## src/sdpq_pkg.sv

```systemverilog
// sdpq_pkg: shared types and constants of the sorted double-ended priority queue
// used by sdpq_cell and sorted_double_ended_priority_queue; no dependencies
package sdpq_pkg;

    localparam int PRI_W      = 32;
    localparam int ACT_W      = 2;
    localparam int STAT_W     = 3;
    localparam int PORT_PAY_W = 16;
    localparam int OCC_W      = 5;

    typedef enum logic [ACT_W-1:0] {
        ACT_INSERT  = 2'd0,
        ACT_POP_MIN = 2'd1,
        ACT_POP_MAX = 2'd2
    } action_t;

    typedef enum logic [STAT_W-1:0] {
        ST_INSERTED = 3'd0,
        ST_REMOVED  = 3'd1,
        ST_EMPTY    = 3'd2,
        ST_FULL     = 3'd3,
        ST_NULL     = 3'd4
    } status_t;

    typedef enum logic [1:0] {
        CELL_HOLD,
        CELL_INS,
        CELL_POP_MIN,
        CELL_POP_MAX
    } cell_op_t;

    typedef struct packed {
        cell_op_t                 op;
        logic signed [PRI_W-1:0]  pri;
    } cell_cmd_t;

    typedef struct packed {
        logic vld;
        logic gt;
        logic last;
        logic g;
    } cell_stat_t;

endpackage

```

## src/sdpq_cell.sv

```systemverilog
// sdpq_cell: one slot of the sorted chain, holds a priority, a payload and a valid bit
// depends on sdpq_pkg; shifts toward either neighbor on insert and remove-minimum
module sdpq_cell #(
    parameter int PAY_W = 16
) (
    input  logic                                aclk,
    input  logic                                aresetn,
    input  sdpq_pkg::cell_cmd_t                 cmd,
    input  logic                                any_gt,
    input  logic [PAY_W-1:0]                    new_pay,
    input  logic                                left_vld,
    input  logic                                left_g,
    input  logic signed [sdpq_pkg::PRI_W-1:0]   left_pri,
    input  logic [PAY_W-1:0]                    left_pay,
    input  logic                                right_vld,
    input  logic signed [sdpq_pkg::PRI_W-1:0]   right_pri,
    input  logic [PAY_W-1:0]                    right_pay,
    output sdpq_pkg::cell_stat_t                stat,
    output logic signed [sdpq_pkg::PRI_W-1:0]   pri,
    output logic [PAY_W-1:0]                    pay
);

    logic                                vld_reg, vld_next;
    logic signed [sdpq_pkg::PRI_W-1:0]   pri_reg, pri_next;
    logic [PAY_W-1:0]                    pay_reg, pay_next;
    logic                                g;

    // at or beyond the insertion point
    assign g = !vld_reg || (any_gt && (pri_reg >= cmd.pri));

    assign stat.vld  = vld_reg;
    assign stat.gt   = vld_reg && (pri_reg > cmd.pri);
    assign stat.last = vld_reg && !right_vld;
    assign stat.g    = g;
    assign pri       = pri_reg;
    assign pay       = pay_reg;

    always_comb begin
        vld_next = vld_reg;
        pri_next = pri_reg;
        pay_next = pay_reg;
        unique case (cmd.op)
            sdpq_pkg::CELL_INS: begin
                if (left_g) begin
                    pri_next = left_pri;
                    pay_next = left_pay;
                    vld_next = vld_reg || left_vld;
                end else if (g) begin
                    pri_next = cmd.pri;
                    pay_next = new_pay;
                    vld_next = 1'b1;
                end
            end
            sdpq_pkg::CELL_POP_MIN: begin
                pri_next = right_pri;
                pay_next = right_pay;
                vld_next = right_vld;
            end
            sdpq_pkg::CELL_POP_MAX: begin
                vld_next = vld_reg && right_vld;
            end
            sdpq_pkg::CELL_HOLD: begin
                vld_next = vld_reg;
            end
        endcase
    end

    always_ff @(posedge aclk) begin
        if (!aresetn) begin
            vld_reg <= 1'b0;
        end else begin
            vld_reg <= vld_next;
        end
    end

    always_ff @(posedge aclk) begin
        pri_reg <= pri_next;
        pay_reg <= pay_next;
    end

endmodule

```

## src/sorted_double_ended_priority_queue.sv

```systemverilog
// sorted_double_ended_priority_queue: top level, a chain of sdpq_cell slots kept in
// ascending priority order plus a registered result stage; depends on sdpq_pkg, sdpq_cell
//
// channel   dir  tdata (low bit up)                                  tuser
// s_        in   priority_req[31:0], payload[47:32]                  action[1:0]
// m_        out  removed_payload[15:0], removed_priority[47:16],
//                occupancy[52:48], zero fill                         status[2:0]
//
// one transaction per cycle while m_tready keeps up; the result is registered the next cycle
// every cell compares its priority with the request in parallel, so the rate is set by
// that single compare plus the reduction across CAPACITY cells
// reset clears the cell valid bits, the entry count and the output valid flag at once
// a stalled result holds s_tready low until m_tready takes it
module sorted_double_ended_priority_queue #(
    parameter int CAPACITY     = 16,
    parameter int PAYLOAD_BITS = 16
) (
    input  logic        aclk,
    input  logic        aresetn,
    input  logic        s_tvalid,
    output logic        s_tready,
    input  logic [47:0] s_tdata,   // priority_req, payload
    input  logic [1:0]  s_tuser,   // action
    output logic        m_tvalid,
    input  logic        m_tready,
    output logic [55:0] m_tdata,   // removed_payload, removed_priority, occupancy
    output logic [2:0]  m_tuser    // status
);

    localparam int SB = (PAYLOAD_BITS < sdpq_pkg::PORT_PAY_W) ?
                        PAYLOAD_BITS : sdpq_pkg::PORT_PAY_W;
    localparam int CW = $clog2(CAPACITY + 1);

    logic                                accept;
    logic signed [sdpq_pkg::PRI_W-1:0]   req_pri;
    logic [SB-1:0]                       req_pay;
    sdpq_pkg::cell_cmd_t                 cmd;
    logic                                any_gt;

    sdpq_pkg::cell_stat_t                cell_stat [CAPACITY];
    logic signed [sdpq_pkg::PRI_W-1:0]   cell_pri  [CAPACITY];
    logic [SB-1:0]                       cell_pay  [CAPACITY];
    logic [CAPACITY-1:0]                 vld_vec;
    logic [CAPACITY-1:0]                 last_vec;

    logic [CW-1:0]                       count_reg, count_next;
    logic                                m_tvalid_reg;
    logic [55:0]                         m_tdata_reg, m_tdata_next;
    logic [2:0]                          m_tuser_reg;
    sdpq_pkg::status_t                   status;

    logic signed [sdpq_pkg::PRI_W-1:0]   max_pri, rm_pri;
    logic [SB-1:0]                       max_pay, rm_pay;
    logic [31:0]                         count_wide;
    logic [sdpq_pkg::OCC_W-1:0]          occ;
    logic [sdpq_pkg::PORT_PAY_W-1:0]     rm_pay16;

    assign s_tready = !m_tvalid_reg || m_tready;
    assign accept   = s_tvalid && s_tready;
    assign req_pri  = $signed(s_tdata[31:0]);
    assign req_pay  = SB'(s_tdata[47:32]);

    assign m_tvalid = m_tvalid_reg;
    assign m_tdata  = m_tdata_reg;
    assign m_tuser  = m_tuser_reg;

    for (genvar i = 0; i < CAPACITY; i++) begin : g_cell
        logic                                lv, lg, rv;
        logic signed [sdpq_pkg::PRI_W-1:0]   lpri, rpri;
        logic [SB-1:0]                       lpay, rpay;

        if (i == 0) begin : g_first
            assign lv   = 1'b0;
            assign lg   = 1'b0;
            assign lpri = '0;
            assign lpay = '0;
        end else begin : g_mid
            assign lv   = cell_stat[i-1].vld;
            assign lg   = cell_stat[i-1].g;
            assign lpri = cell_pri[i-1];
            assign lpay = cell_pay[i-1];
        end

        if (i == CAPACITY - 1) begin : g_end
            assign rv   = 1'b0;
            assign rpri = '0;
            assign rpay = '0;
        end else begin : g_inner
            assign rv   = cell_stat[i+1].vld;
            assign rpri = cell_pri[i+1];
            assign rpay = cell_pay[i+1];
        end

        sdpq_cell #(.PAY_W(SB)) u_cell (
            .aclk      (aclk),
            .aresetn   (aresetn),
            .cmd       (cmd),
            .any_gt    (any_gt),
            .new_pay   (req_pay),
            .left_vld  (lv),
            .left_g    (lg),
            .left_pri  (lpri),
            .left_pay  (lpay),
            .right_vld (rv),
            .right_pri (rpri),
            .right_pay (rpay),
            .stat      (cell_stat[i]),
            .pri       (cell_pri[i]),
            .pay       (cell_pay[i])
        );

        assign vld_vec[i]  = cell_stat[i].vld;
        assign last_vec[i] = cell_stat[i].last;
    end

    // largest entry and any entry above the request
    always_comb begin
        any_gt  = 1'b0;
        max_pri = '0;
        max_pay = '0;
        for (int i = 0; i < CAPACITY; i++) begin
            any_gt = any_gt | cell_stat[i].gt;
            if (cell_stat[i].last) begin
                max_pri = max_pri | cell_pri[i];
                max_pay = max_pay | cell_pay[i];
            end
        end
    end

    always_comb begin
        cmd.op     = sdpq_pkg::CELL_HOLD;
        cmd.pri    = req_pri;
        status     = sdpq_pkg::ST_NULL;
        count_next = count_reg;
        rm_pri     = '0;
        rm_pay     = '0;
        unique case (s_tuser)
            sdpq_pkg::ACT_INSERT: begin
                if (req_pay == '0) begin
                    status = sdpq_pkg::ST_NULL;
                end else if (count_reg == CW'(CAPACITY)) begin
                    status = sdpq_pkg::ST_FULL;
                end else begin
                    status     = sdpq_pkg::ST_INSERTED;
                    cmd.op     = accept ? sdpq_pkg::CELL_INS : sdpq_pkg::CELL_HOLD;
                    count_next = count_reg + 1'b1;
                end
            end
            sdpq_pkg::ACT_POP_MIN: begin
                if (count_reg == '0) begin
                    status = sdpq_pkg::ST_EMPTY;
                end else begin
                    status     = sdpq_pkg::ST_REMOVED;
                    cmd.op     = accept ? sdpq_pkg::CELL_POP_MIN : sdpq_pkg::CELL_HOLD;
                    count_next = count_reg - 1'b1;
                    rm_pri     = cell_pri[0];
                    rm_pay     = cell_pay[0];
                end
            end
            sdpq_pkg::ACT_POP_MAX: begin
                if (count_reg == '0) begin
                    status = sdpq_pkg::ST_EMPTY;
                end else begin
                    status     = sdpq_pkg::ST_REMOVED;
                    cmd.op     = accept ? sdpq_pkg::CELL_POP_MAX : sdpq_pkg::CELL_HOLD;
                    count_next = count_reg - 1'b1;
                    rm_pri     = max_pri;
                    rm_pay     = max_pay;
                end
            end
            default: begin
                status = sdpq_pkg::ST_NULL;
            end
        endcase
    end

    assign count_wide   = 32'(count_next);
    assign occ          = count_wide[sdpq_pkg::OCC_W-1:0];
    assign rm_pay16     = sdpq_pkg::PORT_PAY_W'(rm_pay);
    assign m_tdata_next = {3'b000, occ, rm_pri, rm_pay16};

    always_ff @(posedge aclk) begin
        if (!aresetn) begin
            count_reg    <= '0;
            m_tvalid_reg <= 1'b0;
        end else begin
            if (accept) begin
                count_reg <= count_next;
            end
            if (s_tready) begin
                m_tvalid_reg <= s_tvalid;
            end
        end
    end

    always_ff @(posedge aclk) begin
        if (accept) begin
            m_tdata_reg <= m_tdata_next;
            m_tuser_reg <= status;
        end
    end

    // valid bits form a run from cell 0; the check is that their number equals the entry count
    a_count_matches: assert property (@(posedge aclk) disable iff (!aresetn)
        $countones(vld_vec) == 32'(count_reg))
        else $error("cell valid bits disagree with entry count");

    a_one_last: assert property (@(posedge aclk) disable iff (!aresetn)
        $onehot0(last_vec) && ((count_reg == '0) == !vld_vec[0]))
        else $error("more than one tail cell or empty flag mismatch");

    a_insert_grows: assert property (@(posedge aclk) disable iff (!aresetn)
        (accept && status == sdpq_pkg::ST_INSERTED) |=>
        (count_reg == $past(count_reg) + 1'b1))
        else $error("accepted insert did not grow the queue");

endmodule
```

## config.mk

```make
export PLATFORM = sky130hd
export DESIGN_NAME = sorted_double_ended_priority_queue
export DESIGN_NICKNAME = d
export VERILOG_FILES = /design/src/sdpq_pkg.sv /design/src/sdpq_cell.sv /design/src/sorted_double_ended_priority_queue.sv
export SDC_FILE = /design/constraint.sdc
export NUM_CORES = 2
export LEC_CHECK = 0
export ABC_AREA = 0
export BUFFER_PORTS_ARGS = -buffer_cell sky130_fd_sc_hd__buf_4
export CAP_MARGIN = 20
export CORE_MARGIN = 4
export CORE_UTILIZATION = 50
export DETAILED_ROUTE_END_ITERATION = 7
export PLACE_DENSITY = 0.66
export SYNTH_ARGS = -nofsm -noshare
export SYNTH_HDL_FRONTEND = slang
export SYNTH_SLANG_ARGS = --single-unit
export TNS_END_PERCENT = 5
```

## constraint.sdc

```tcl
create_clock -name aclk -period 11.6 [get_ports aclk]
set_input_delay 0 -clock aclk [delete_from_list [all_inputs] [get_ports aclk]]
set_output_delay 0 -clock aclk [all_outputs]
set_load 0.01 [all_outputs]
```

After elaboration in Yosys (flattened, before gate mapping)
Index checks and enable logic that the tools add are counted.
Widths: inputs -> output; s select.

cells by class
  add/sub/neg operators = 2
  bitwise gates (word level) = 46
  magnitude comparators = 32
  multiplexer cells = 195
  equality and inequality tests = 22
  reduce and logical (&&, ||, !) cells = 151

operators with widths
  cell                count
  $mux 32             49
  $pmux 32 s2         17
  $mux 16             49
  $pmux 16 s2         17
  $ge 32x32->1        16
  $gt 32x32->1        16
  $or 32x32->32       15
  $or 16x16->16       15
  $reduce_and 2->1    32
  $logic_and 1x1->1   63
  $pmux 1 s3          15
  $ne 3x1->1 const B  13
  $mux 1              34
  $logic_or 1x1->1    32
  $logic_not 1->1     17
  $logic_not 16->1    1
  $mux 5              3
  $or 1x1->1          15
  $mux 2              6
  $pmux 5 s2          1
  $eq 2x2->1 const B  3
  $ne 3x2->1 const B  2
  $pmux 2 s3          1
  $pmux 3 s2          1
  12 further kinds    15

word-level totals
  output and inout port bits = 61
  logic and storage cells = 500
  register bits after elaboration = 846
  bits of input ports = 54

Logic depth before layout (Yosys ltp)
  depth in word-level cells = 35
  depth in mapped cells = 18
  gate-level depth less buffers = 14

Hierarchy
A second synthesis with hierarchy kept.

unflattened totals
  cells, all modules = 6,378
  area total of the unflattened synthesis = 61,580.3 um^2

modules (own cells, without submodules)
  module                              seq. area each (um^2)  cells each  area each (um^2)  instances
  sdpq_cell (g_cell[0].u_cell ...)    1,461.4                347         3,410.8           14
  sorted_double_ended_priority_queue  1,801.7                835         7,069.3           1
  sdpq_cell (g_cell[13].u_cell)       1,461.4                344         3,407.0           1
  sdpq_cell (g_cell[9].u_cell)        1,461.4                341         3,353.2           1

Least setup slack after synthesis
No wires, ideal clock.

  kind = input to register
  from = in s_tdata[7]
  to = reg g_cell[1].u_cell.pay_reg[0] (enable)
  path buffers = 4
  slack = 5,373 ps
  arrival time = 5,745 ps
  stages = 17
  setup time = 483 ps
  required time = 11,117 ps
  cell sequence = clkbuf_1 > inv_1 > ha_1 > a21oi_1 > o21ai_0 > a221oi_1 > o21a_1 > a21boi_0 > or4b_2 > nand3_1 > a2111oi_0 > nand3_1 > buf_4 > a21boi_1 > buf_2 > buf_4 > a31oi_1

on the way
  word-level cells in the longest chain between the ends = 21
  elaborated cells between the ends (all ways) = 55
  classes of those cells = order compare (18); eq/ne (1); bitwise (15); reduce/logical (21)

RTL lines
  item                          line                                       text
  start, declared               sorted_double_ended_priority_queue.sv:22   input logic [47:0] s_tdata,
  $gt 32x32->1                  sdpq_cell.sv:32                            assign stat.gt = vld_reg && (pri_reg > cmd.pri);
  $logic_and 1x1->1             sdpq_cell.sv:32
  $or 1x1->1 (15 in series)     sorted_double_ended_priority_queue.sv:122  any_gt = any_gt | cell_stat[i].gt;
  $logic_and 1x1->1             sdpq_cell.sv:29                            assign g = !vld_reg || (any_gt && (pri_reg >= cmd.pri));
  $logic_or 1x1->1              sdpq_cell.sv:29
  $ne 3x1->1 (no line) *        -
  $reduce_and 2->1 (no line) *  -
  end signal, assigned          sdpq_cell.sv:78                            pay_reg <= pay_next;
  end, declared                 sdpq_cell.sv:25                            logic [PAY_W-1:0] pay_reg, pay_next;

Every way passes the cells marked *; elsewhere a longest branch is shown, timed or not.
A chain may end at the register's enable or synchronous reset.

Final worst setup path
  from = in s_tdata[31]
  to = reg g_cell[8].u_cell.pri_reg, in the netlist g_cell[8].u_cell.pri[20] (enable)

on the way
  word-level cells in the longest chain between the ends = 21
  elaborated cells between the ends (all ways) = 55
  classes of those cells = order compare (18); eq/ne (1); bitwise (15); reduce/logical (21)

RTL lines
  item                          line                                       text
  $gt 32x32->1                  sdpq_cell.sv:32
  $logic_and 1x1->1             sdpq_cell.sv:32
  $or 1x1->1 (15 in series)     sorted_double_ended_priority_queue.sv:122
  $logic_and 1x1->1             sdpq_cell.sv:29
  $logic_or 1x1->1              sdpq_cell.sv:29
  $ne 3x1->1 (no line) *        -
  $reduce_and 2->1 (no line) *  -
  end signal, assigned          sdpq_cell.sv:77                            pri_reg <= pri_next;
  end, declared                 sdpq_cell.sv:24                            logic signed [sdpq_pkg::PRI_W-1:0] pri_reg, pri_next;

Marked as above.

==> flow_summary.rst <==
.. list-table::
   :header-rows: 1

   * - Metric
     - Value
   * - Number of vias after detailed routing
     - 50731
   * - Failing checks
     - design-rule violations
   * - Fraction of final layout cells with drive strength greater than 1
     - 7.06%
   * - Setup slack, reg-to-reg
     - 3880 ps
   * - Tot Pwr
     - 9600 uW
   * - Final hold viol count
     - 0
   * - Top fanout value on the critical path
     - 30
   * - Synthesized instance count
     - 5708
   * - DRC violation count after routing
     - 5
   * - # clock sinks
     - 846
   * - Count of nets left with antenna violations after detail routing
     - 0
   * - HPWL Detailed
     - 155 mm
   * - Startpoint Class
     - input pin
   * - Standard-cell row count
     - 124
   * - RD Place Congestion
     - 1.02
   * - Global route total overflow
     - 0
   * - Post-synthesis instance area
     - 57800 um^2
   * - Post-cts gate resize count
     - 0
   * - Routed wire per std cell
     - 33.8 um
   * - Result of the run
     - finished, violations left
   * - Startpoint of the most critical setup path
     - s_tdata[31]
   * - Actual transition at the worst max-transition pin
     - 1300 ps
   * - Worst Hold Endpoint
     - m_tdata[12]
   * - Die Area
     - 121000 um^2
   * - Number of distinct standard cells referenced by the synthesized netlist
     - 70
   * - Ordered cell list for the critical path
     - dlygate4sd3_1 -> buf_4 -> inv_1 -> ha_1 -> nand4_1 -> or2_1 -> nor4_1 -> nand2_1 -> o221ai_1 -> xor2_1 -> o221ai_1 -> a2111oi_0 -> nand3_1 -> buf_4 -> o2bb2a_4 -> buf_4 -> o31a_2 -> buf_4
   * - Cell accounting for the most synthesized area
     - sky130_fd_sc_hd__edfxtp_1
   * - Slowest cell on the critical path
     - sky130_fd_sc_hd__o31a_2
   * - Ys Warns
     - 0
   * - Number of antenna violations at the first check in global routing
     - 8
   * - Worst Hold Depth
     - 5
   * - Final max-slew violation count
     - 0
   * - Cell at the root of the clock tree
     - sky130_fd_sc_hd__clkbuf_16
   * - WL final
     - 244 mm
   * - Kind of end point of the critical path
     - flip-flop
   * - Clk pin slew, worst setup/hold paths
     - 60 ps
   * - Via count of the first global-routing pass
     - 47660
   * - Initial core utilization
     - 50.5%
   * - Crit-path max cell delay
     - 940 ps
   * - H-tree depth
     - 3
   * - Cell type with the highest occurrence count on the critical path
     - sky130_fd_sc_hd__buf_4
   * - Top flip-flop cell by instance count after synthesis
     - sky130_fd_sc_hd__edfxtp_1
   * - Period Utilization, post-route
     - 67.5%
   * - Count of maximum capacitance violations
     - 0
   * - Avg Vias per Cell
     - 7.03
   * - Cells on worst reg2reg path
     - 15
   * - Maximum vdd drop
     - 129 uV
   * - F_max
     - 128 MHz
   * - Clock tree skew after final layout
     - 46.4 ps
   * - Latest clock arrival within the worst-skew pair
     - 730 ps
   * - Fraction of registers with async set or reset after synthesis
     - 0%
   * - Share of Yosys cell area claimed by the top area cell type
     - 42.8%
   * - Floorplan Core Area
     - 115000 um^2
   * - First-pass GRT wire length
     - 345 mm
   * - Path class of the lowest-slack min-delay path
     - input pin to flip-flop
   * - Mean cell area of the mapped netlist
     - 10.1 um^2
   * - Flip-flop count of the largest register after layout
     - 512
   * - Gr usage total
     - 38.9%
   * - Launch instance of the worst register-to-register path
     - g_cell[9].u_cell.pri[31]
   * - Signed area change from the synthesized netlist to the final layout
     - 9.34%
   * - Setup TNS
     - 0 ps
   * - Net total in the final layout
     - 6194
   * - Finish-stage setup viols
     - 0
   * - Largest net degree at the start of global routing
     - 282
   * - Maximum root-to-sink buffer count
     - 3
   * - Port-buffer cells
     - 111
   * - CTS tree
     - built
   * - Number of enable-type register cells in the synthesized netlist
     - 824
   * - End of the worst register-to-register path
     - g_cell[8].u_cell.pri[20]
   * - DIE WIDTH
     - 348 um
   * - Highest-count cells in the layout ignoring fill and taps
     - sky130_fd_sc_hd__nand2_1, sky130_fd_sc_hd__edfxtp_1, sky130_fd_sc_hd__o21ai_0
   * - Critical setup path kind
     - input pin to flip-flop
   * - Leakage component of the power
     - 0.0254 uW
   * - Seq/Total Area, Yosys
     - 43.6%
   * - Critical hold path startpoint
     - s_tuser[1]
   * - Shortest period the worst path allows
     - 7830 ps
   * - TritonCTS Buffers
     - 96
   * - Worst EP required
     - 11930 ps
   * - Ranking of synthesized cells by area
     - sky130_fd_sc_hd__edfxtp_1, sky130_fd_sc_hd__mux2i_1, sky130_fd_sc_hd__ha_1
   * - Die boundary height
     - 348 um
   * - Most common cell after layout, fill and taps aside
     - sky130_fd_sc_hd__nand2_1
   * - Count of state elements after synthesis
     - 846
   * - Unrepaired setup endpoints after global routing
     - false
   * - Data arrival time of the critical path
     - 8160 ps
   * - Relative slew slack
     - 13.1%
   * - Total power divided by cell area
     - 152 nW/um^2
   * - Total iterations of the first detailed-routing run
     - 8
   * - Detailed router's first-iteration violation count
     - 8878
   * - Total I/O pin count
     - 115
[routing by layer]
layer	global-route usage, %	vias up	part of all wire, %
met1	52.6	24242	38
met2	56.9	3934	42
met5	0.157	-	0.011
met4	20.1	4	6.6
met3	11.3	990	14
li1	-	21561	-
[synth_stat cells (all sizes together), types with 13 or more instances]
cell and n:
a211oi 22, a21o 70, a21oi 226, a221oi 74
a22o 61, a22oi 271, and4 14, buf 108
clkbuf 323, dfxtp 22, edfxtp 824, ha 522
inv 89, mux2 17, mux2i 728, nand2 857
nand3 77, nand4 145, nor2 143, nor2b 30
nor3 19, nor4 20, o211ai 26, o21a 13
o21ai 843
[worst max-delay path by stage]
stage | to | slack [ps] | depth (start not counted)
after floorplan | g_cell[1].u_cell.pay[0] | 5370 | 17
after global placement | g_cell[6].u_cell.pay[12] | 3290 | 17
after detailed placement | g_cell[6].u_cell.pay[12] | 4080 | 19
after CTS | g_cell[8].u_cell.pri[20] | 4250 | 18
after global routing | g_cell[6].u_cell.pay[8] | 3780 | 18
final | g_cell[8].u_cell.pri[20] | 3770 | 18
[report_power, final]
| part | leakage, uW | internal, uW | total [uW] | switching (uW) |
|---|---|---|---|---|
| Sequential | 0.00783 | 3800 | 4160 | 358 |
| Combinational | 0.0161 | 812 | 2430 | 1620 |
| Clock | 0.00144 | 1650 | 3010 | 1360 |
| Total | 0.0254 | 6260 | 9600 | 3340 |
[cell families (layout without fill, tap and decap cells)]
family                     Yosys count  count (layout)  share of synthesized area [%]
other                                1               7                        0.00649
and+or+nand+nor                   1354            1354                           10.2
adders and majority gates          522             522                           11.3
xor gates and xnor gates            11              11                          0.167
buffers and inverters              520             506                           3.74
muxes                              745             745                           12.9
DFF                                846             846                           43.6
AOI/OAI and AO/OA                 1709            1709                           18.1
[what timing repair did]
| item | CTS | global route |
|---|---|---|
| setup buffers | 0 | 0 |
| hold endpoints to repair | 767 | 0 |
| hold buffers | 53 | 0 |
[cell type report]
| type | count | area, um^2 |
|---|---|---|
| fill | 10008 | 51300 |
| multi-input combinational | 4344 | 30800 |
| sequential | 846 | 25200 |
| clock buffer | 127 | 2570 |
| timing repair buffer | 241 | 1960 |
| tap | 1512 | 1890 |
| clock inverter | 49 | 412 |
| inverter | 89 | 335 |
| antenna | 4 | 10.0 |
[critical path, delay by kind of cell]
kind                     cells  cell delay, ps
AND/OR/NAND/NOR              5            2100
buffers and inverters        6            2920
AO/OA/AOI/OAI                5            2380
XOR/XNOR                     1             170
adder cells (fa/ha/maj)      1             510
[stage by stage]
step                setup WS (ps)  hold slack (ps)  util [%]  std cells  cell area (um^2)
finish                       3770             57.3      55.2       7212             63200
global route                 3780             57.4      55.2       7210             63200
CTS                          4250             17.0      55.2       7206             63200
detailed placement           4080              297      52.1       6977             59700
global placement             3290              269      52.1       6975             59600
floorplan                    5370              139         -       5710             57800
Note: power is estimated with default switching activity, not from simulation.
